**src/design/fir_filter_circular_macros.svh**
```systemverilog
// assertion macros for the circular fir filter
`ifndef FIR_FILTER_CIRCULAR_MACROS_SVH
`define FIR_FILTER_CIRCULAR_MACROS_SVH

// same-cycle implication, disabled in reset
`define FIR_ASSERT_NOW(label, clk, rst, ante, cons, msg) \
  label: assert property (@(posedge clk) disable iff (rst) (ante) |-> (cons)) \
    else $error(msg);

// next-cycle implication, disabled in reset
`define FIR_ASSERT_NEXT(label, clk, rst, ante, cons, msg) \
  label: assert property (@(posedge clk) disable iff (rst) (ante) |=> (cons)) \
    else $error(msg);

`endif

```
**src/design/fir_pkg.sv**
```systemverilog
// package with sizes, types and helpers of the circular fir filter
package fir_pkg;

  localparam int TAPS         = 16;
  localparam int SAMPLE_WIDTH = 24;
  localparam int COEF_WIDTH   = 24;

  localparam int TAPS_CFG_W = 5;
  localparam int COEF_IDX_W = 4;
  localparam int IDX_W      = (TAPS > 1) ? $clog2(TAPS) : 1;
  localparam int LOG_TAPS   = (TAPS > 1) ? $clog2(TAPS) : 0;
  localparam int PROD_W     = SAMPLE_WIDTH + COEF_WIDTH;
  localparam int ACC_W      = PROD_W + LOG_TAPS;
  localparam int FRAC_SHIFT = COEF_WIDTH - 2;

  localparam logic [TAPS_CFG_W-1:0] TAPS_RESET = TAPS_CFG_W'(16);

  typedef logic signed [SAMPLE_WIDTH-1:0] sample_t;
  typedef logic signed [COEF_WIDTH-1:0]   coef_t;
  typedef logic signed [PROD_W-1:0]       prod_t;
  typedef logic signed [ACC_W-1:0]        acc_t;
  typedef logic signed [ACC_W:0]          rnd_t;

  localparam sample_t SAMPLE_MAX = {1'b0, {(SAMPLE_WIDTH-1){1'b1}}};
  localparam sample_t SAMPLE_MIN = {1'b1, {(SAMPLE_WIDTH-1){1'b0}}};

  // item kind codes
  typedef enum logic {
    KIND_SAMPLE = 1'b0,
    KIND_COEF   = 1'b1
  } kind_t;

  // control from the sequencer to the multiply-accumulate unit
  typedef struct packed {
    logic clear;
    logic issue;
    logic round;
  } mac_ctl_t;

  // sequencer status
  typedef struct packed {
    logic busy;
    logic load;
  } seq_stat_t;

  // index of the last tap in use, tap count clamped to 1..TAPS
  function automatic logic [IDX_W-1:0] last_tap(input logic [TAPS_CFG_W-1:0] cfg);
    logic [IDX_W-1:0] r;
    if (cfg == '0) begin
      r = '0;
    end else if (32'(cfg) > TAPS) begin
      r = IDX_W'(TAPS - 1);
    end else begin
      r = IDX_W'(cfg - 1'b1);
    end
    return r;
  endfunction

endpackage

```
**src/design/fir_mac.sv**
```systemverilog
// shared multiply-accumulate unit with rounding and saturation
module fir_mac import fir_pkg::*; (
  input  logic     clk,
  input  logic     rst,
  input  sample_t  x,
  input  coef_t    c,
  input  mac_ctl_t ctl,
  output sample_t  y
);

  localparam rnd_t RND_HALF = {{(ACC_W + 1 - FRAC_SHIFT){1'b0}}, 1'b1,
                               {(FRAC_SHIFT-1){1'b0}}};

  logic  dvld;
  logic  pvld;
  prod_t prod;
  acc_t  acc;
  rnd_t  rnd;
  rnd_t  shifted;
  logic [ACC_W-SAMPLE_WIDTH+1:0] upper;

  always_ff @(posedge clk) begin
    if (rst) begin
      dvld <= 1'b0;
      pvld <= 1'b0;
    end else begin
      dvld <= ctl.issue;
      pvld <= dvld;
    end
  end

  always_ff @(posedge clk) begin
    if (dvld) begin
      prod <= x * c;
    end
    if (ctl.clear) begin
      acc <= '0;
    end else if (pvld) begin
      acc <= acc + ACC_W'(prod);
    end
    if (ctl.round) begin
      rnd <= (ACC_W+1)'(acc) + RND_HALF;
    end
  end

  // drop fraction bits, then clamp to the sample range
  always_comb begin
    shifted = rnd >>> FRAC_SHIFT;
    upper   = shifted[ACC_W:SAMPLE_WIDTH-1];
    if ((&upper) || !(|upper)) begin
      y = shifted[SAMPLE_WIDTH-1:0];
    end else if (rnd[ACC_W]) begin
      y = SAMPLE_MIN;
    end else begin
      y = SAMPLE_MAX;
    end
  end

endmodule

```
**config.mk**
```make
export PLATFORM = sky130hd
export DESIGN_NAME = fir_mac
export DESIGN_NICKNAME = d
export VERILOG_FILES = /design/src/design/fir_filter_circular_macros.svh /design/src/design/fir_pkg.sv /design/src/design/fir_mac.sv
export SDC_FILE = /design/constraint.sdc
export NUM_CORES = 2
export LEC_CHECK = 0
export BUFFER_PORTS_ARGS = -buffer_cell sky130_fd_sc_hd__buf_4
export CAP_MARGIN = 25
export CORE_UTILIZATION = 62
export CTS_CLUSTER_DIAMETER = 30
export DETAILED_ROUTE_END_ITERATION = 8
export PLACE_DENSITY = 0.79
export SETUP_SLACK_MARGIN = 0.2
export SLEW_MARGIN = 15
export SYNTH_ARGS = -nofsm -noshare
export SYNTH_HDL_FRONTEND = slang
export SYNTH_SLANG_ARGS = --single-unit
export TNS_END_PERCENT = 1
```
**constraint.sdc**
```tcl
create_clock -name clk -period 19.9 [get_ports clk]
set_input_delay 1.99 -clock clk [delete_from_list [all_inputs] [get_ports clk]]
set_output_delay 1.99 -clock clk [all_outputs]
set_load 0.01 [all_outputs]
```
; After elaboration in Yosys (flattened, before gate mapping)
; Cells that the tools add are included.
[word_totals]
reg_bits = 155
latchBits = 0
mem_bits_rw = 0
mem_bits_ro = 0
in_bits = 53
out_inout_bits = 24
word_cells = 14
n_memories = 0
[op_classes]
n_addsub = 2
n_mul = 1
n_div = 0
order_cmp = 0
n_eq_ne = 0
shifts = 0
muxes = 2
bitwise_logic = 0
reduce_logical = 4
[op_table]
columns = cell, n
row1 = $add 52x23->53 const B, 1
row2 = $add 52x48->52, 1
row3 = $mul 24x24->48, 1
row4 = $mux 24, 2
row5 = $reduce_and 8->1, 1
row6 = $reduce_or 8->1, 1
row7 = $logic_not 1->1, 1
row8 = $logic_or 1x1->1, 1

; Logic depth before layout (Yosys ltp)
[depth]
depth_word = 4
depth_mapped = 28
ltp_nobuf = 27

; Worst setup path after synthesis
; No wires, ideal clock.
[synth_timing]
path_kind = input to register
from = in x[23]
to = reg prod[46] (data pin)
setup_time_ns = 0.258
arrival_ns = 8.418
t_required_ns = 19.642
path_slack_ns = 11.224
stages = 24
n_path_buf = 1
path_cell_list = clkbuf_1 -> nand2_1 -> inv_1 -> fa_1 -> fa_1 -> inv_1 -> fa_1 -> inv_1 -> fa_1 -> fa_1 -> fa_1 -> fa_1 -> ha_1 -> a21o_1 -> a21o_1 -> a21o_1 -> a21oi_1 -> o21bai_1 -> a211oi_1 -> nor2_1 -> nor2_1 -> o31ai_1 -> a21oi_1 -> xnor2_1
[synth_between]
elab_chain_len = 1
[synth_rtl]
columns = element, line_no
row1 = start: declaration, fir_mac.sv:5  ; input sample_t x,
row2 = $mul 24x24->48, fir_mac.sv:34  ; prod <= x * c;
row3 = end signal: assignment, fir_mac.sv:34
row4 = end: declaration, fir_mac.sv:16  ; prod_t prod;
; No other way between the ends.
; A chain may end at the register's enable or synchronous reset.

; Final worst setup path
[layout_timing]
from = in c[23]
to = reg prod[43] (data pin)
[layout_between]
elab_chain_len = 1
[layout_rtl]
columns = element, line_no
row1 = start: declaration, fir_mac.sv:6  ; input coef_t c,
row2 = $mul 24x24->48, fir_mac.sv:34
; No other way between the ends.

==> flow_metrics.env <==
export IMPL_outcome="completed"
export IMPL_via_count=20830
export IMPL_path_max_fanout=18
export IMPL_routabilityCongestion=0.948
export IMPL_h_tree_depth=4
export IMPL_ys_warn_count=0
export IMPL_final_nets=3890
export IMPL_period_needed_ns=9.00
export IMPL_grtUsageTotal_pct=30.7
export IMPL_cp_data_arrival_time_ns=9.17
export IMPL_post_cts_resized=0
export IMPL_drt_pass1_iter_count=6
export IMPL_die_height_um=217
export IMPL_placedInstanceArea_sq_mm=0.0295
export IMPL_period_share_pct=45.2
export IMPL_postSynthAreaPerCell_sq_um=9.32
export IMPL_stdcell_area_sq_mm=0.0301
export IMPL_netlist_area_leader_share_pct=42.4
export IMPL_drtIter0Drc=1460
export IMPL_fin_ws_ns=10.90
export IMPL_coreArea_sq_mm=0.0455
export IMPL_worst_slew_margin_rel_pct=46.0
export IMPL_grt_max_degree=53
export IMPL_crit_path_start_kind="primary input"
export IMPL_yosysTopAreaCell="fa_1"
export IMPL_initial_core_util_pct=63.1
export IMPL_portBuffers=76
export IMPL_finalSetupTns_ns=0
export IMPL_syn_nets=3924
export IMPL_synthesis_area_sq_mm=0.0287
export IMPL_hold_buffers=0
export IMPL_cts_tree="yes"
export IMPL_cpPeakStageDelay_ns=0.57
export IMPL_clockBufferDepth=2
export IMPL_ys_seq_area_share_pct=12.0
export IMPL_cts_root_buf="clkbuf_16"
export IMPL_worst_path_max_delay_cell="clkinv_1"
export IMPL_grt_pass1_wl_um=113000
export IMPL_skew_ns=0.0150
export IMPL_max_freq_ghz=0.111
export IMPL_netlist_instances=3077
export IMPL_synth_seq_cells=133
export IMPL_design_die_area_sq_mm=0.0471
export IMPL_io_pins=77
export IMPL_synth_edf_count=79
export IMPL_tightestPinTransition_ns=0.810
export IMPL_grt_pass1_vias=22266
export IMPL_clock_sinks=133
export IMPL_grt_ovfl_total=0
export IMPL_crit_path_frequent_cell="fa_1"
export IMPL_cp_num_buf_inv=4
export IMPL_path_clk_slew_ns=0.06
export IMPL_hp_class="register to register"
export IMPL_worstPathRequired_ns=20.08
export IMPL_drt_total_wl_um=68300
export IMPL_synthFlopType="edfxtp_1"
export IMPL_synth_distinct_cells=63
export IMPL_drtAntennaViolNets=0
export IMPL_setup_viol=0
export IMPL_async_flop_share_pct=0
export IMPL_wl_per_cell_um=18.7
export IMPL_synthTopCellsByArea="fa_1, edfxtp_1, inv_1"
export IMPL_area_growth_pct=5.02
export IMPL_post_drt_via_cell_ratio=5.70
export IMPL_maxCapViolCount=0
export IMPL_die_w_um=217
export IMPL_pre_cts_slack_ns=10.57
export IMPL_crit_family="adder cells"
export IMPL_core_rowCount=78
export IMPL_dp_hpwl_um=54800
export IMPL_cp_end_kind="register"
export IMPL_hold_violations=0
export IMPL_cts_made_buffers=17
export IMPL_critical_path_class="primary input to register"
export IMPL_antenna_found_initial=1
export IMPL_drive_gt1_share_pct=4.22
export IMPL_cts_setup_buffers=0
export IMPL_rsz0062_at_grt="no"
export IMPL_finalMaxSlewViolations=0
export IMPL_crit_chain="buf_4, clkinv_1, nor2_1, fa_1, fa_1, fa_1, fa_1, fa_1, fa_1, inv_1, fa_1, inv_1, ha_1, a21o_1, a21oi_1, o21ai_1, a2111o_1, a311o_1, a221o_1, a21oi_2, o21a_1, nand2_1, a311oi_2, xnor2_1"
export IMPL_post_route_drc_count=0
export IMPL_clock_latency_ns=0.43
## area by class of cell
cell class	count	area, sq um
timing repair buffer	78	606
clock inverter	15	144
clock buffer	17	425
inverter	633	2380
fill	3550	15300
tap	600	751
sequential	133	3460
antenna	1	2.50
multi-input combinational	2180	22400
## metal layers
metal / global-route usage (%) / part of all wire [%] / wire length [um] / up-vias
li1: - / - / - / 9338
met3: 7.06 / 11 / 7380 / 139
met1: 42.5 / 41 / 28100 / 10341
met5: 0 / 0 / 0 / -
met2: 49.3 / 46 / 31300 / 1012
met4: 7.44 / 2.3 / 1560 / 0
## synth_stat cells (all sizes together), types with 6 or more instances
cell type,count
a211oi,11
a21o,48
a21oi,99
a31o,6
a31oi,12
and2,270
and3,19
and4,6
clkbuf,127
dfxtp,54
edfxtp,79
fa,608
ha,186
inv,632
mux2i,28
nand2,368
nand2b,20
nand3,26
nand4,20
nor2,117
nor2b,10
nor3,24
o211ai,7
o21a,11
o21ai,82
o21bai,14
xnor2,92
xor2,31
## sequential cells by signal, summed over array words and instances (netlist names)
| signal | count |
|---|---|
| acc | 52 |
| prod | 48 |
| rnd | 31 |
| dvld | 1 |
| pvld | 1 |
## cells in the final DEF, fill, tap and decap left out, types with 48 or more instances in the layout
cell type and instances:
o21ai_0 78, buf_4 77, ha_1 186, dfxtp_1 52, inv_1 632, nand2_1 368
xnor2_1 92, nor2_1 115, a21oi_1 98, and2_1 270, fa_1 608, a21o_1 48
edfxtp_1 79
## worst register-to-register path: stages (launching register included)
cell and delay (ns):
dfxtp_1 0.33, ha_1 0.16, inv_1 0.05, fa_1 0.39, nor2b_1 0.15, o21ai_1 0.09, a21boi_0 0.31, o2111a_1 0.27
o2111ai_1 0.20, a21oi_1 0.33, nor3_1 0.19, o41ai_1 0.53, o21ai_0 0.21, xor2_1 0.19, a211oi_1 0.22
## cell families after synthesis
logic type | after synthesis | synth area share, %
muxes | 28 | 0.977
and+or+nand+nor | 902 | 15.4
AOI/OAI and AO/OA | 333 | 7.34
buffers and inverters | 764 | 10.0
xor gates and xnor gates | 123 | 3.76
DFF | 133 | 12.0
adders and majority gates | 794 | 50.5
## path summary, 6_finish.rpt
path                                           from                   end  slack (ns)  cells after the start
worst max-delay path                          c[23]    prod[43]$_DFFE_PP_       10.90                     24
worst min-delay path            acc[5]$_SDFFE_PP0P_   acc[5]$_SDFFE_PP0P_        0.47                      2
worst max register to register  acc[0]$_SDFFE_PP0P_  acc[46]$_SDFFE_PP0P_       16.21                     14
worst min register to register  acc[5]$_SDFFE_PP0P_   acc[5]$_SDFFE_PP0P_        0.47                      2
## per-stage QoR
| step | utilization (%) | hold slack, ns | cells |
|---|---|---|---|
| after CTS | 66.2 | 0.471 | 3655 |
| after detailed placement | 64.9 | 0.463 | 3623 |
| final | 66.3 | 0.470 | 3657 |
| after global routing | 66.3 | 0.493 | 3657 |
| after floorplan | - | 0.445 | 3077 |
| after global placement | 64.9 | 0.454 | 3623 |
Power is not shown: default switching activity piles up to over one toggle a cycle in this logic, so the estimate is an artifact.
