File: src/design/fir_filter_circular_macros.svh
// assertion macros for the circular fir filter
`ifndef FIR_FILTER_CIRCULAR_MACROS_SVH
`define FIR_FILTER_CIRCULAR_MACROS_SVH

// same-cycle implication, disabled in reset
`define FIR_ASSERT_NOW(label, clk, rst, ante, cons, msg) \
  label: assert property (@(posedge clk) disable iff (rst) (ante) |-> (cons)) \
    else $error(msg);

// next-cycle implication, disabled in reset
`define FIR_ASSERT_NEXT(label, clk, rst, ante, cons, msg) \
  label: assert property (@(posedge clk) disable iff (rst) (ante) |=> (cons)) \
    else $error(msg);

`endif

File: src/design/fir_ram.sv
// single-port-write, registered-read ram with per-entry valid bits cleared on reset
module fir_ram #(
  parameter  int WIDTH = 24,
  parameter  int DEPTH = 16,
  localparam int AW    = (DEPTH > 1) ? $clog2(DEPTH) : 1
) (
  input  logic             clk,
  input  logic             rst,
  input  logic             we,
  input  logic [AW-1:0]    waddr,
  input  logic [WIDTH-1:0] wdata,
  input  logic [AW-1:0]    raddr,
  output logic [WIDTH-1:0] rdata
);

  logic [WIDTH-1:0] mem [DEPTH];
  logic [DEPTH-1:0] vld;
  logic [WIDTH-1:0] rd_q;
  logic             rd_ok;

  always_ff @(posedge clk) begin
    if (rst) begin
      vld <= '0;
    end else if (we) begin
      vld[waddr] <= 1'b1;
    end
  end

  always_ff @(posedge clk) begin
    if (we) begin
      mem[waddr] <= wdata;
    end
    rd_q  <= mem[raddr];
    rd_ok <= vld[raddr];
  end

  // entries never written read as zero
  assign rdata = rd_ok ? rd_q : '0;

endmodule

File: config.mk
export PLATFORM = sky130hd
export DESIGN_NAME = fir_ram
export DESIGN_NICKNAME = d
export VERILOG_FILES = /design/src/design/fir_filter_circular_macros.svh /design/src/design/fir_ram.sv
export SDC_FILE = /design/constraint.sdc
export NUM_CORES = 1
export LEC_CHECK = 0
export BUFFER_PORTS_ARGS = -buffer_cell sky130_fd_sc_hd__buf_2
export CAP_MARGIN = 20
export CORE_MARGIN = 2
export CORE_UTILIZATION = 55
export CTS_CLUSTER_SIZE = 25
export DETAILED_ROUTE_END_ITERATION = 6
export PLACE_DENSITY_LB_ADDON = 0.05
export SLEW_MARGIN = 20
export SYNTH_ARGS = -nofsm -noshare
export SYNTH_HDL_FRONTEND = slang
export SYNTH_SLANG_ARGS = --single-unit
File: constraint.sdc
create_clock -name clk -period 3.4 [get_ports clk]
set_input_delay 0.68 -clock clk [delete_from_list [all_inputs] [get_ports clk]]
set_output_delay 0.68 -clock clk [all_outputs]
set_load 0.05 [all_outputs]
# Word level (Yosys, flattened, before mapping)
# Memory sizes are Yosys's and may differ from the RTL's. A register that Yosys moved wholly into a read port is not among the register bits.
# Cells that the tools add are included.
dict set report totals {
  ff_bits 17
  latch_bits 0
  mem_bits_rw 384
  rom_bits 0
  input_bits 35
  out_inout_bits 24
  word_cells 15
  memories 1
}
# name depth word_bits read_ports rd_clocked_by_memory_dff write_ports line
set memory_table {}
lappend memory_table {mem 16 24 1 1 1 fir_ram.sv:16} ;# logic [WIDTH-1:0] mem [DEPTH];
dict set report classes {
  add_sub_neg 0
  mul 0
  div 0
  n_lt_le_gt_ge 3
  n_eq_ne 0
  n_shift 0
  muxes 7
  n_bitwise 1
  reduce_logical 1
}
# cell count
set ops {}
lappend ops {{$mux 24} 1}
lappend ops {{$or 16x16->16} 1}
lappend ops {{$lt 4x5->1 const B} 2}
lappend ops {{$bmux 1 s4} 1}
lappend ops {{$demux 1 s4} 1}
lappend ops {{$ge 4x1->1 const B} 1}
lappend ops {{$mux 1} 4}
lappend ops {{$logic_and 1x1->1} 1}

# Depth between registers and ports, before layout
# Gate-level depths: netlist (run 1).
dict set report depth {
  word_depth 5
  mapped_depth 5
  depth_no_buf 3
}

# Worst setup path after synthesis (run 1)
# No wires, ideal clock.
dict set report synth_path {
  kind {input to register}
  start {in waddr[2]}
  end {mem mem[0][0] (enable)}
  t_arrival_ns 2.862
  required_time_ns 2.965
  path_slack_ns 0.103
  cell_stages 2
  n_path_buf 0
  cell_sequence {or3b_2 > nor3_1}
}
# element line
set synth_lines {}
lappend synth_lines {{start: declaration} fir_ram.sv:10} ;# input logic [AW-1:0] waddr,
lappend synth_lines {{end: declaration} fir_ram.sv:16}
# Straight into the memory's write port.

# Worst setup path in the final report (run 1)
dict set report layout_path {
  start {reg rd_ok}
  end {out rdata[13]}
}
dict set report layout_between {
  elab_chain_cells 1
}
# element line
set layout_lines {}
lappend layout_lines {{start: declaration} fir_ram.sv:19} ;# logic rd_ok;
lappend layout_lines {{start signal: assignment} fir_ram.sv:34} ;# rd_ok <= vld[raddr];
lappend layout_lines {{$mux 24} fir_ram.sv:38} ;# assign rdata = rd_ok ? rd_q : '0;
lappend layout_lines {{end: declaration} fir_ram.sv:13} ;# output logic [WIDTH-1:0] rdata
# Every way passes these cells.

==> results of run 1 <==
[power breakdown]
| group | internal, uW | total, uW | switching (uW) |
|---|---|---|---|
| clock network | 2940 | 4830 | 1890 |
| registers | 5830 | 5860 | 34.7 |
| logic | 206 | 515 | 309 |
[layout by cell type, fill, tap and decap left out, types with 12 or more instances in the layout]
cell type,synthesis,final
a21oi_1,12,12
edfxtp_1,384,384
nand2_1,26,26
buf_4,6,25
nor2_4,0,12
dfxtp_1,41,41
mux4_2,100,100
buf_2,1,56
a22oi_1,50,50
clkbuf_16,0,45
and2_1,25,25
nor2_1,30,17
[cell families after synthesis]
kind of cell	Yosys count	synth area share
multiplexers	100	0.1429
AO/OA/AOI/OAI	66	0.02922
AND/OR/NAND/NOR	99	0.03073
flip-flops	425	0.7839
buffers and inverters	39	0.01318
[layer usage]
metal  track usage  wire (um)
met1        0.3196      13830
met2        0.3720      16340
met3       0.03070       1713
met4       0.05473        490
met5             0          0
[per-stage QoR]
| step | setup WS, ns | power (uW) | utilization | cell area [um2] | cells |
|---|---|---|---|---|---|
| after floorplan | 0.1028 | 6274 | - | 15760 | 729 |
| after global placement | 0.9215 | 6473 | 0.5983 | 16760 | 1157 |
| after CTS | 0.6421 | 11300 | 0.6509 | 18230 | 1235 |
| after detailed placement | 0.8807 | 6495 | 0.5983 | 16760 | 1157 |
| final | 0.6838 | 11210 | 0.6509 | 18230 | 1235 |
| after global routing | 0.5770 | 11550 | 0.6509 | 18230 | 1235 |
[critical path, cell delays in order, from the launching register on]
cell	delay, ns
dfxtp_1	0.68
buf_4	0.36
and2_1	0.18
buf_2	0.27
[sequential cells by signal (all words and copies together) (netlist names)]
| signal | count |
|---|---|
| rd_q | 24 |
| rd_ok | 1 |
| vld | 16 |
| mem | 384 |
[final timing paths]
check	to	slack, ns	depth (start not counted)
worst max register to register	rd_q[11]	2.01	3
worst max-delay path	rdata[13]	0.68	3
worst min-delay path	vld[4]	0.47	2
worst min register to register	vld[4]	0.47	2
[cells in the mapped netlist]
library cell  count  area, um2
mux4_2          100       2252
nor3_1            4      20.02
or3b_2            1      8.760
nor2b_1           4      25.02
nor2_1           30      112.6
buf_1             9      33.78
dfxtp_1          41      820.8
nand3_1           1      5.000
a31oi_1           4      25.02
buf_4             6      45.04
and3b_1           2      17.52
nand2_1          26      97.59
a21oi_1          12      60.06
a22oi_1          50      375.4
nand3b_1          2      15.01
and2_1           25      156.4
edfxtp_1        384      11530
buf_2             1      5.000
nand2b_1          2      12.51
nor3b_1           1      7.510
clkbuf_1         18      67.56
buf_6             5      56.30
and3_1            1      6.260
[final cells by class]
class                           count  share of cell area
Clock buffer                       58             0.06829
Clock inverter                     20             0.01249
Tap cell                          378             0.02594
Timing Repair Buffer               89             0.03397
Sequential cell                   425              0.6775
Multi-Input combinational cell    265              0.1818
==> impl_metrics.json, run 1 <==
{
  "status": "completed",
  "io_pins": 59,
  "via_count": 7439,
  "hold_buffers": 0,
  "hold_viol_final": 0,
  "grt_pass1_vias": 7805,
  "die_w_um": 173.3,
  "nets": 859,
  "dp_hpwl_um": 19090,
  "vdd_drop_max_uv": 474.6,
  "tightest_slew_ns": 0.9409,
  "port_buffers": 58,
  "setup_viol": 0,
  "cts.clk_slew.worst_paths_ns": 0.06,
  "rsz0062_at_grt": "no",
  "regArea_um2": 12350,
  "leakage_uw": 0.006019,
  "max_slew_margin": 0.3712,
  "gr-total-overflow": 0,
  "seq_area_frac_synth": 0.7839,
  "first_pass_iters": 5,
  "r2r-start": "mem[3][11]",
  "clockBufferDepth": 3,
  "die_h_um": 173.3,
  "initialDrtViolationCount": 710,
  "setup_tns_ns": 0,
  "drc_errors": 0,
  "crit_type": "flop to primary output",
  "start_util": 0.5625,
  "area_growth_pct": 15.71,
  "synthCells": 729,
  "required_ns": 2.72,
  "worstHoldStart": "vld[4]",
  "synth.avg_cell_area_um2": 21.61,
  "skew_ns": 0.008140,
  "num_rows": 61,
  "period_share": 0.7989,
  "ys_seq_elements": 425,
  "yosysWarnings": 0,
  "wl_per_cell_um": 26.21,
  "postRouteAntennaNets": 0,
  "antenna_found_initial": 0,
  "grt_pass1_wl_um": 49340,
  "cts_tree": "yes",
  "gp_congestion": 0.7443,
  "vias_per_cell": 6.023,
  "drive_gt1_frac": 0.3221,
  "grt_usage": 0.2235,
  "endpoint_kind": "primary output",
  "insertedDiodeCount": 0,
  "powerDensity_nw_per_um2": 614.7,
  "clock-sinks": 425,
  "cts_setup_buffers": 0,
  "fill_cells": 1903,
  "period_minus_slack_ns": 2.716,
  "drt-total-wl_um": 32370,
  "cp-start-kind": "flop",
  "hp-class": "flop to flop",
  "cap_violations": 0,
  "fmax_mhz": 368.2,
  "syn_nets": 764,
  "critPathMaxFanout": 15,
  "grt_start_max_net_pins": 49,
  "report.final.slew_viol_count": 0,
  "multi_input_area_um2": 3314,
  "post_cts_resize_count": 0,
  "cts.root.buffer_cell": "clkbuf_16",
  "cp.arrival_ns": 2.04,
  "cts_max_level": 2,
  "clock_insertion_delay_worst_skew_ns": 0.54,
  "synthesis.area_um2": 15760,
  "core_um2": 28010,
  "numCtsBuffers": 43,
  "cp-startpoint": "rd_ok",
  "fp.dieArea_um2": 30020,
  "hold_ws_ns": 0.4652,
  "synth.distinct_cells": 23
}
No activity file was read; power rests on OpenSTA's default activity.
==> run 2, diff against run 1 <==
Clock period 3.4 ns to 2.6 ns, I/O delays scaled along.
==> run 2 against run 1 <==
Register-to-register slack lost 0.70 ns. Wire length up 2.1%. Die area unchanged. Combinational power up 33%. Setup slack worse by 0.27 ns. Global-route usage is 0.061 points higher. Critical path type unchanged. Critical endpoint is now rdata[2]. Highest routed layer is now met5.
==> impl_metrics.json, run 2 (synthesized netlist as in run 1, its figures left out) <==
{
  "grt_usage": 0.2241,
  "cts.clk_slew.worst_paths_ns": 0.06,
  "pwr-share-clk": 0.416,
  "p_switching_uw": 2885,
  "finalInstanceArea_um2": 18340,
  "grt_pass1_wl_um": 48950,
  "critPathMaxFanout": 24,
  "fin_total_pwr_uw": 14300,
  "cp-start-kind": "flop",
  "pre_cts_slack_ns": 0.5627,
  "fmax_mhz": 457.4,
  "grt_pass1_vias": 7822,
  "cp.depth": 3,
  "critPathTopFamily": "buffers and inverters",
  "postRouteAntennaNets": 0,
  "cp.arrival_ns": 1.67,
  "initialDrtViolationCount": 733,
  "slowest_delay_ns": 0.31,
  "layout_commonest_cell": "edfxtp_1",
  "skew_ns": 0.01960,
  "switching_share": 0.2018,
  "report.final.slew_viol_count": 0,
  "dp_hpwl_um": 17010,
  "layoutNonFillerInstCount": 1238,
  "clock_insertion_delay_worst_skew_ns": 0.53,
  "dp.cells": 1158,
  "path_cells": "buf_4, and2_1, buf_2",
  "fp.dieArea_um2": 30020,
  "nets": 859,
  "top_register": "mem",
  "drc_errors": 0,
  "worst-path-buf-inv": 2,
  "max_slew_margin": 0.5711,
  "die_h_um": 173.3,
  "crit_end": "rdata[2]",
  "rrSetupSlack_ns": 1.31,
  "finalCoreUtilization": 0.6548,
  "powerDensity_nw_per_um2": 779.5,
  "wl_per_cell_um": 26.71,
  "period_minus_slack_ns": 2.186,
  "crit_type": "flop to primary output",
  "status": "completed",
  "leakage_uw": 0.006044,
  "core_um2": 28010,
  "r2r-end": "rd_q[21]",
  "p_int_uw": 11410,
  "endpoint_kind": "primary output",
  "first_pass_iters": 5,
  "hold_viol_final": 0,
  "die_w_um": 173.3,
  "drive_gt1_frac": 0.3228,
  "area_growth_pct": 16.40,
  "required_ns": 2.08,
  "cap_violations": 0,
  "hp-class": "input port to flop",
  "clock-sinks": 425,
  "setup_slack_ns": 0.4138,
  "layout_common_cells": "edfxtp_1 (384), mux4_2 (100), buf_2 (56)",
  "combPwrFrac": 0.048,
  "antenna_found_initial": 4,
  "io_pins": 59,
  "num_rows": 61,
  "seq_power_share": 0.536,
  "post_cts_resize_count": 0,
  "largest_reg_flops": 384,
  "setup_viol": 0,
  "grt_start_max_net_pins": 28,
  "hold_buffers": 0,
  "slowest_stage": "dfxtp_1",
  "cts_setup_buffers": 0,
  "period_share": 0.8408,
  "rsz0062_at_grt": "no",
  "r2r-start": "mem[3][21]",
  "gr-total-overflow": 0,
  "via_count": 7459,
  "tightest_slew_ns": 0.6419,
  "vdd_drop_max_uv": 469.2,
  "ff2ff_path_depth": 3,
  "cp-startpoint": "rd_ok",
  "drt-total-wl_um": 33060,
  "port_buffers": 58,
  "gp_congestion": 0.7028,
  "cts.root.buffer_cell": "clkbuf_16",
  "place_area_um2": 16950,
  "numCtsBuffers": 42,
  "cts_tree": "yes",
  "cts_max_level": 2,
  "top_regs": "mem x384, rd_q x24, vld x16",
  "start_util": 0.5625,
  "clockBufferDepth": 3,
  "vias_per_cell": 6.025
}
[run 2: cell types whose count changed in the layout (fill, tap and decap cells not counted), sizes merged]
cell,previous run,this run
clkinv,13,15
clkbuf,58,61
clkinvlp,2,1
bufinv,5,1
buf,89,90
diode,0,2
[run 2: power groups by stage]
| stage | Sequential (uW) | Clock, uW | Combinational, uW |
|---|---|---|---|
| 2_1_floorplan | 7790 | 0 | 416 |
| 3_3_place_gp | 7790 | 0 | 679 |
| 3_5_place_dp | 7800 | 0 | 697 |
| 4_1_cts | 7660 | 6030 | 699 |
| 5_1_grt | 7670 | 6300 | 741 |
| 6_report | 7660 | 5950 | 686 |
[run 2: layout make-up]
| class | count | area [um2] |
|---|---|---|
| diodes | 2 | 5.005 |
| clock buffers | 61 | 1276 |
| clock inverters | 17 | 111.4 |
| fillers | 1871 | 9671 |
| multi-input cells | 265 | 3296 |
| flip-flops and latches | 425 | 12350 |
| well taps | 378 | 473.0 |
| repair buffers | 90 | 827.0 |
[run 2: stage by stage]
stage / hold slack, ns / TNS, ns
after global routing: 0.3294 / 0
after detailed placement: 0.4574 / 0
after floorplan: 0.4315 / -20.52
final: 0.3305 / 0
after global placement: 0.4442 / 0
after CTS: 0.3223 / 0
[run 2: worst min path at each step]
stage	from	to	depth (start not counted)	slack (ns)
floorplan	vld[10]	vld[10]	2	0.43
global placement	vld[9]	vld[9]	2	0.44
detailed placement	vld[12]	vld[12]	2	0.46
CTS	rst	vld[8]	2	0.32
global route	rst	vld[12]	2	0.33
finish	rst	vld[5]	2	0.33
[run 2: worst reg2reg max path, stage by stage (launching register included)]
cell,delay [ns]
edfxtp_1,0.37
mux4_2,0.48
a22oi_1,0.23
nand2_1,0.09
[run 2: metal layers]
| metal | GRT usage | part of all wire | vias to the layer above |
|---|---|---|---|
| met4 | 0.05085 | 0.015 | 4 |
| li1 | - | - | 3210 |
| met1 | 0.3119 | 0.41 | 3986 |
| met2 | 0.3808 | 0.52 | 213 |
| met3 | 0.03487 | 0.053 | 46 |
| met5 | 0 | 0.00073 | - |
