--- config.mk ---
export PLATFORM = sky130hd
export DESIGN_NAME = fir_seq
export DESIGN_NICKNAME = d
export VERILOG_FILES = /design/src/design/fir_filter_circular_macros.svh /design/src/design/fir_pkg.sv /design/src/design/fir_seq.sv
export SDC_FILE = /design/constraint.sdc
export NUM_CORES = 1
export LEC_CHECK = 0
export BUFFER_PORTS_ARGS = -buffer_cell sky130_fd_sc_hd__buf_4
export CAP_MARGIN = 15
export CORE_MARGIN = 1
export CORE_UTILIZATION = 40
export CTS_CLUSTER_DIAMETER = 80
export DETAILED_ROUTE_END_ITERATION = 10
export SLEW_MARGIN = 20
export SYNTH_ARGS = -nofsm -noshare
export SYNTH_HDL_FRONTEND = slang
export SYNTH_SLANG_ARGS = --single-unit
export TNS_END_PERCENT = 50
--- constraint.sdc ---
create_clock -name clk -period 3.28 [get_ports clk]
set_clock_uncertainty 0.2 [all_clocks]
set_input_delay 0.492 -clock clk [delete_from_list [all_inputs] [get_ports clk]]
set_output_delay 0.492 -clock clk [all_outputs]
set_load 0.05 [all_outputs]
--- src/design/fir_filter_circular_macros.svh ---
// assertion macros for the circular fir filter
`ifndef FIR_FILTER_CIRCULAR_MACROS_SVH
`define FIR_FILTER_CIRCULAR_MACROS_SVH

// same-cycle implication, disabled in reset
`define FIR_ASSERT_NOW(label, clk, rst, ante, cons, msg) \
  label: assert property (@(posedge clk) disable iff (rst) (ante) |-> (cons)) \
    else $error(msg);

// next-cycle implication, disabled in reset
`define FIR_ASSERT_NEXT(label, clk, rst, ante, cons, msg) \
  label: assert property (@(posedge clk) disable iff (rst) (ante) |=> (cons)) \
    else $error(msg);

`endif

--- src/design/fir_pkg.sv ---
// package with sizes, types and helpers of the circular fir filter
package fir_pkg;

  localparam int TAPS         = 16;
  localparam int SAMPLE_WIDTH = 24;
  localparam int COEF_WIDTH   = 24;

  localparam int TAPS_CFG_W = 5;
  localparam int COEF_IDX_W = 4;
  localparam int IDX_W      = (TAPS > 1) ? $clog2(TAPS) : 1;
  localparam int LOG_TAPS   = (TAPS > 1) ? $clog2(TAPS) : 0;
  localparam int PROD_W     = SAMPLE_WIDTH + COEF_WIDTH;
  localparam int ACC_W      = PROD_W + LOG_TAPS;
  localparam int FRAC_SHIFT = COEF_WIDTH - 2;

  localparam logic [TAPS_CFG_W-1:0] TAPS_RESET = TAPS_CFG_W'(16);

  typedef logic signed [SAMPLE_WIDTH-1:0] sample_t;
  typedef logic signed [COEF_WIDTH-1:0]   coef_t;
  typedef logic signed [PROD_W-1:0]       prod_t;
  typedef logic signed [ACC_W-1:0]        acc_t;
  typedef logic signed [ACC_W:0]          rnd_t;

  localparam sample_t SAMPLE_MAX = {1'b0, {(SAMPLE_WIDTH-1){1'b1}}};
  localparam sample_t SAMPLE_MIN = {1'b1, {(SAMPLE_WIDTH-1){1'b0}}};

  // item kind codes
  typedef enum logic {
    KIND_SAMPLE = 1'b0,
    KIND_COEF   = 1'b1
  } kind_t;

  // control from the sequencer to the multiply-accumulate unit
  typedef struct packed {
    logic clear;
    logic issue;
    logic round;
  } mac_ctl_t;

  // sequencer status
  typedef struct packed {
    logic busy;
    logic load;
  } seq_stat_t;

  // index of the last tap in use, tap count clamped to 1..TAPS
  function automatic logic [IDX_W-1:0] last_tap(input logic [TAPS_CFG_W-1:0] cfg);
    logic [IDX_W-1:0] r;
    if (cfg == '0) begin
      r = '0;
    end else if (32'(cfg) > TAPS) begin
      r = IDX_W'(TAPS - 1);
    end else begin
      r = IDX_W'(cfg - 1'b1);
    end
    return r;
  endfunction

endpackage

--- src/design/fir_seq.sv ---
// sequencer: tap count, write position and the per-tap read sweep
module fir_seq import fir_pkg::*; (
  input  logic                  clk,
  input  logic                  rst,
  input  logic                  start,
  input  logic                  out_free,
  input  logic                  cfg_we,
  input  logic [TAPS_CFG_W-1:0] cfg_data,
  output logic                  idle,
  output logic [IDX_W-1:0]      wr_pos,
  output logic [IDX_W-1:0]      rd_pos,
  output logic [IDX_W-1:0]      rd_tap,
  output mac_ctl_t              mac_ctl,
  output seq_stat_t             stat
);

  typedef enum logic [4:0] {
    S_IDLE  = 5'b00001,
    S_RUN   = 5'b00010,
    S_FLUSH = 5'b00100,
    S_ROUND = 5'b01000,
    S_DONE  = 5'b10000
  } state_t;

  state_t                  state;
  logic [TAPS_CFG_W-1:0]   taps;
  logic [IDX_W-1:0]        wp;
  logic [IDX_W-1:0]        pos;
  logic [IDX_W-1:0]        tap;
  logic                    flush;
  logic [IDX_W-1:0]        last;

  assign last = last_tap(taps);

  always_ff @(posedge clk) begin
    if (rst) begin
      state <= S_IDLE;
      taps  <= TAPS_RESET;
      wp    <= last_tap(TAPS_RESET);
      pos   <= '0;
      tap   <= '0;
      flush <= 1'b0;
    end else begin
      unique case (state)
        S_IDLE: begin
          if (start) begin
            pos   <= wp;
            tap   <= '0;
            wp    <= (wp == '0) ? last : wp - 1'b1;
            state <= S_RUN;
          end
        end
        S_RUN: begin
          if (tap == last) begin
            flush <= 1'b0;
            state <= S_FLUSH;
          end else begin
            tap <= tap + 1'b1;
            pos <= (pos == last) ? '0 : pos + 1'b1;
          end
        end
        S_FLUSH: begin
          if (flush) begin
            state <= S_ROUND;
          end else begin
            flush <= 1'b1;
          end
        end
        S_ROUND: begin
          state <= S_DONE;
        end
        S_DONE: begin
          if (out_free) begin
            state <= S_IDLE;
          end
        end
        default: begin
          state <= S_IDLE;
        end
      endcase
      // new tap count restarts the write position
      if (cfg_we) begin
        taps <= cfg_data;
        wp   <= last_tap(cfg_data);
      end
    end
  end

  assign idle          = (state == S_IDLE);
  assign wr_pos        = wp;
  assign rd_pos        = pos;
  assign rd_tap        = tap;
  assign mac_ctl.clear = idle && start;
  assign mac_ctl.issue = (state == S_RUN);
  assign mac_ctl.round = (state == S_ROUND);
  assign stat.busy     = !idle;
  assign stat.load     = (state == S_DONE) && out_free;

endmodule

After elaboration in Yosys (flattened, before gate mapping)
Index checks and enable logic that the tools add are counted.

cells by class
  add/subtract/negate cells = 5
  order comparisons = 2
  equality and inequality tests = 12
  multiplexer cells = 22
  reductions and logical operators = 14

operators with widths
  operator                                                                  number
  4-bit 2-to-1 mux                                                          13
  5-bit case mux with 5 select lines                                        1
  5-bit 2-to-1 mux                                                          4
  4-bit case mux with 2 select lines                                        2
  4-bit by 1-bit subtractor with 4-bit output (second input constant)       3
  5-bit greater-than comparator (second input constant)                     2
  5-bit logical NOT                                                         2
  4-bit by 1-bit adder with 4-bit output (second input constant)            2
  4-bit == test                                                             2
  2-bit inequality test (second input constant)                             4
  2-bit nonzero test                                                        4
  5-bit by 1-bit == test with 1-bit output (second input constant)          1
  5-bit by 2-bit == test with 1-bit output (second input constant)          1
  5-bit by 3-bit == test with 1-bit output (second input constant)          1
  5-bit by 4-bit == test with 1-bit output (second input constant)          1
  5-bit == test (second input constant)                                     1
  4-bit logical NOT                                                         1
  2-bit AND reduction                                                       2
  4-bit AND reduction                                                       1
  3-bit AND reduction                                                       1
  1-bit logical AND                                                         2
  2-bit by 1-bit inequality test with 1-bit output (second input constant)  1
  1-bit case mux with 2 select lines                                        1
  1-bit logical NOT                                                         1
  1-bit 2-to-1 mux                                                          1

storage, ports and cells
  register bits = 23
  input port bits = 10
  output and inout bits = 18
  logic and storage cells = 61

Depth between registers and ports, before layout
  depth after elaboration = 7
  mapped depth = 10
  gate-level depth less buffers = 9

Worst setup path after synthesis
OpenSTA, ideal clock, no wires.

  path kind = register -> output
  start = register state[1]
  end = output port mac_ctl[0] (netlist bit)
  arrival time = 1.972 ns
  required time = 2.588 ns
  setup slack = 0.616 ns
  cell stages (with the launch flop) = 3
  path buffers = 1
  cell sequence = dfxtp_1 clkbuf_1 nor4_1

RTL lines
  element                 RTL line       source
  start, declared         fir_seq.sv:25  state_t state;
  start signal, assigned  fir_seq.sv:37  state <= S_IDLE;
  start signal, assigned  fir_seq.sv:50  state <= S_RUN;
  start signal, assigned  fir_seq.sv:56  state <= S_FLUSH;
  end, declared           fir_seq.sv:13  output mac_ctl_t mac_ctl,

Final worst setup path
  start = register taps[0]
  end = register pos[0] (netlist: rd_pos[0])

on the way
  cells in the longest elaborated chain, start to end = 7
  elaborated cells between the ends (all ways) = 12

RTL lines
  element                                                                                       RTL line                      source
  start, declared                                                                               fir_seq.sv:26                 logic [TAPS_CFG_W-1:0] taps;
  start signal, assigned                                                                        fir_seq.sv:83                 taps <= cfg_data;
  4-bit by 1-bit subtractor with 4-bit output or 5-bit greater-than comparator (tied branches)  fir_pkg.sv:54, fir_pkg.sv:51
  4-bit 2-to-1 mux                                                                              fir_pkg.sv:51                 end else if (32'(cfg) > TAPS) begin
  4-bit 2-to-1 mux (*)                                                                          fir_pkg.sv:49                 if (cfg == '0) begin
  4-bit == test                                                                                 fir_seq.sv:59                 pos <= (pos == last) ? '0 : pos + 1'b1;
  4-bit 2-to-1 mux                                                                              fir_seq.sv:59
  4-bit 2-to-1 mux                                                                              fir_seq.sv:54                 if (tap == last) begin
  4-bit case mux with 2 select lines                                                            fir_seq.sv:44                 unique case (state)
  end signal, assigned                                                                          fir_seq.sv:47                 pos <= wp;
  end signal, assigned                                                                          fir_seq.sv:59
  end, declared                                                                                 fir_seq.sv:28                 logic [IDX_W-1:0] pos;

Every way passes the cells marked *; elsewhere a longest branch is shown, timed or not. The select of a mux whose other input is x is not followed.
A chain may end at the register's enable or synchronous reset.

==> flow_summary.toml <==
[cts]
cts-root-buf = "clkbuf_8"
cts-buffers-inserted = 3
htree_num_levels = 1
post-cts-setup-buffers = 0
cts_hold_buf = 0
cts_sinks = 23
cts_resized = 0
cts_tree = "built"
cts_max_path_buffers = 2
clkTransAtPathRegs_ns = 0.08
clk_latency_ns = 0.26

[sta]
relSlewSlack_pct = 63.2
report.final.hold_viol_count = 0
tightest_slew_ns = 0.549
rsz0062_at_grt = "no"
finalWorstSetupSlack_ns = 0.553
finalSetupViolCount = 0
period_share_pct = 83.1
finalSetupTns_ns = 0
slew_viol_final = 0
max_freq_ghz = 0.367
min_period_ns = 2.73

[place]
dpl.hpwl_um = 2750
port_buffers = 27
gp_congestion = 0.830
place_inst = 251
dpl_worst_slack_ns = 0.592

[synth]
synth_area_leaders = "dfxtp_1, o21ai_0, nand2_1"
synth-compound-area-share_pct = 22.0
synthesis.area_um2 = 1490
synth.distinct_cells = 48
synthCells = 185
synth_seq_cells = 23
avgSynthCellArea_um2 = 8.08
synth_warnings = 0
yosys.area_share.xor_xnor_pct = 5.19
synth_top_family_by_area = "simple AND/OR/NAND/NOR gates"
ys_seq_area_share_pct = 30.8
muxShareOfSynthArea_pct = 3.35
yosys.area_share.simple_pct = 28.0
synth_fa_ha_area_share_pct = 5.53
yosysTopAreaCellShare_pct = 30.8
synth_edf_count = 0
syn_nets = 200
synth-async-reset-ratio_pct = 0
synthFlopType = "dfxtp_1"
synth_top_area_cell = "dfxtp_1"

[final_layout]
final_common_cell = "buf_4"
fin_cells = 255
final_nets = 225
final_cell_mix = "buf_4, dfxtp_1, nand2_1, o21ai_0, nor2_1"
drive_gt1_share_pct = 21.1
syn_to_final_growth_pct = 18.6
n_antenna_cell = 0

[worst_setup_path]
worstPathRequired_ns = 3.21
crit_arrival_ns = 2.66
crit_start = "taps[0]$_SDFFE_PP0P_"
slowest_stage = "or3_1"
path_max_fanout = 8
path_class = "reg -> reg"
end_kind = "flip-flop"
critPathMaxStageDelay_ns = 0.51
start_kind = "flip-flop"
r2r_start = "taps[0]$_SDFFE_PP0P_"
path_cells = "inv_1, ha_1, nor3b_2, maj3_1, xor2_1, nand3_2, or3_1, a21oi_1, a311oi_2"

[die]
rows = 21
die_height_um = 63.1
core_area_um2 = 3470
initial_core_util_pct = 43.1
fp.dieW_um = 63.1
die_area_um2 = 3980
io_pins = 28

[job]
drv_cap = 0

[pwr]
p_per_area_nw_per_um2 = 408
p_comb_share_pct = 30.8
peakVddDrop_v = 0.000147
cellLeakagePower_nw = 0.749
p_sw_uw = 261
seqPwrFrac_pct = 44.8
p_int_uw = 462
clockPowerShare_pct = 24.4
switching_share_pct = 36.1

[routing]
ant_nets = 0
wl_um = 3570
num_vias = 1413
drt-initial-drc-count = 61
via_per_inst = 5.54
drc = 0
wl_per_cell_um = 14.0
drtPass1Iterations = 4

[global_route]
overflow = 0
antenna_found_initial = 0
grt_usage_pct = 20.0
grt_first_pass_wirelength_um = 6420
first_global_vias = 1391
grt_max_degree = 19

[status]
outcome = "finished clean"

[worst_hold_path]
hold_path_class = "reg -> reg"
min_from = "flush$_SDFFE_PP0P_"
critical path, delay by kind of cell, from the launching register on:
family / cells / cell delay, ns
flip-flops: 1 / 0.38
adder cells (fa/ha/maj): 2 / 0.66
AO/OA/AOI/OAI: 2 / 0.27
XOR/XNOR: 1 / 0.20
buffers and inverters: 1 / 0.06
AND/OR/NAND/NOR: 3 / 0.81
worst paths after layout:
check,end,slack [ns],depth (start not counted)
setup / recovery,rd_pos[0]$_SDFFE_PP0P_,0.55,9
hold / removal,flush$_SDFFE_PP0P_,0.28,2
setup reg to reg,rd_pos[0]$_SDFFE_PP0P_,0.55,9
hold reg to reg,flush$_SDFFE_PP0P_,0.28,2
cells in the mapped netlist, types with 2 or more instances:
| library cell | count |
|---|---|
| o211ai_1 | 4 |
| nor2b_1 | 2 |
| dfxtp_1 | 23 |
| o31ai_1 | 2 |
| nor3_2 | 3 |
| and3_1 | 2 |
| nor3_1 | 7 |
| a311oi_2 | 2 |
| o21ai_1 | 2 |
| a211oi_1 | 4 |
| o21ai_0 | 14 |
| nor2_1 | 13 |
| o221ai_1 | 2 |
| inv_2 | 3 |
| a41oi_1 | 2 |
| nand2b_1 | 4 |
| clkbuf_1 | 6 |
| a31oi_1 | 2 |
| xor2_1 | 6 |
| ha_1 | 5 |
| inv_1 | 10 |
| maj3_1 | 2 |
| nor4_1 | 3 |
| mux2i_1 | 5 |
| or3_1 | 3 |
| a21oi_1 | 11 |
| nand3_1 | 4 |
| o41ai_1 | 2 |
| nor3b_1 | 2 |
| nand2_1 | 17 |
layer usage:
layer	GRT usage [%]	wire [um]	vias up
met3	2.17	90	2
met4	3.49	17	0
met1	25.8	1660	662
li1	-	-	725
met5	0	0	-
met2	35.9	1800	24
area by class of cell:
cell class / count / area [um^2]
multi-input combinational: 142 / 957
fill: 360 / 1700
sequential: 23 / 460
inverter: 13 / 48.8
clock buffer: 4 / 45.0
tap: 46 / 57.6
timing repair buffer: 27 / 203
cell families after synthesis:
| kind of cell | Yosys count |
|---|---|
| xor gates and xnor gates | 8 |
| and+or+nand+nor | 72 |
| AOI/OAI and AO/OA | 50 |
| buffers and inverters | 20 |
| DFF | 23 |
| adders and majority gates | 7 |
| muxes | 5 |
sequential cells by signal, summed over array words and instances (netlist names):
name and flops:
flush 1, state 5, wr_pos 4, rd_pos 4
rd_tap 4, taps 5
power groups by stage:
stage | clock network [mW] | logic [mW] | registers (mW)
floorplan | 0 | 0.132 | 0.357
global placement | 0 | 0.221 | 0.329
detailed placement | 0 | 0.224 | 0.330
CTS | 0.183 | 0.224 | 0.324
global route | 0.192 | 0.244 | 0.328
finish | 0.176 | 0.223 | 0.324
through the flow:
step | total power, mW | cell area [um^2] | util, % | hold slack, ns
global placement | 0.550 | 1730 | 49.8 | 0.266
detailed placement | 0.554 | 1730 | 49.8 | 0.269
finish | 0.723 | 1770 | 51.1 | 0.277
floorplan | 0.488 | 1490 | - | 0.241
global route | 0.765 | 1770 | 51.1 | 0.316
CTS | 0.731 | 1770 | 51.1 | 0.282
No activity file was read; power rests on OpenSTA's default activity.
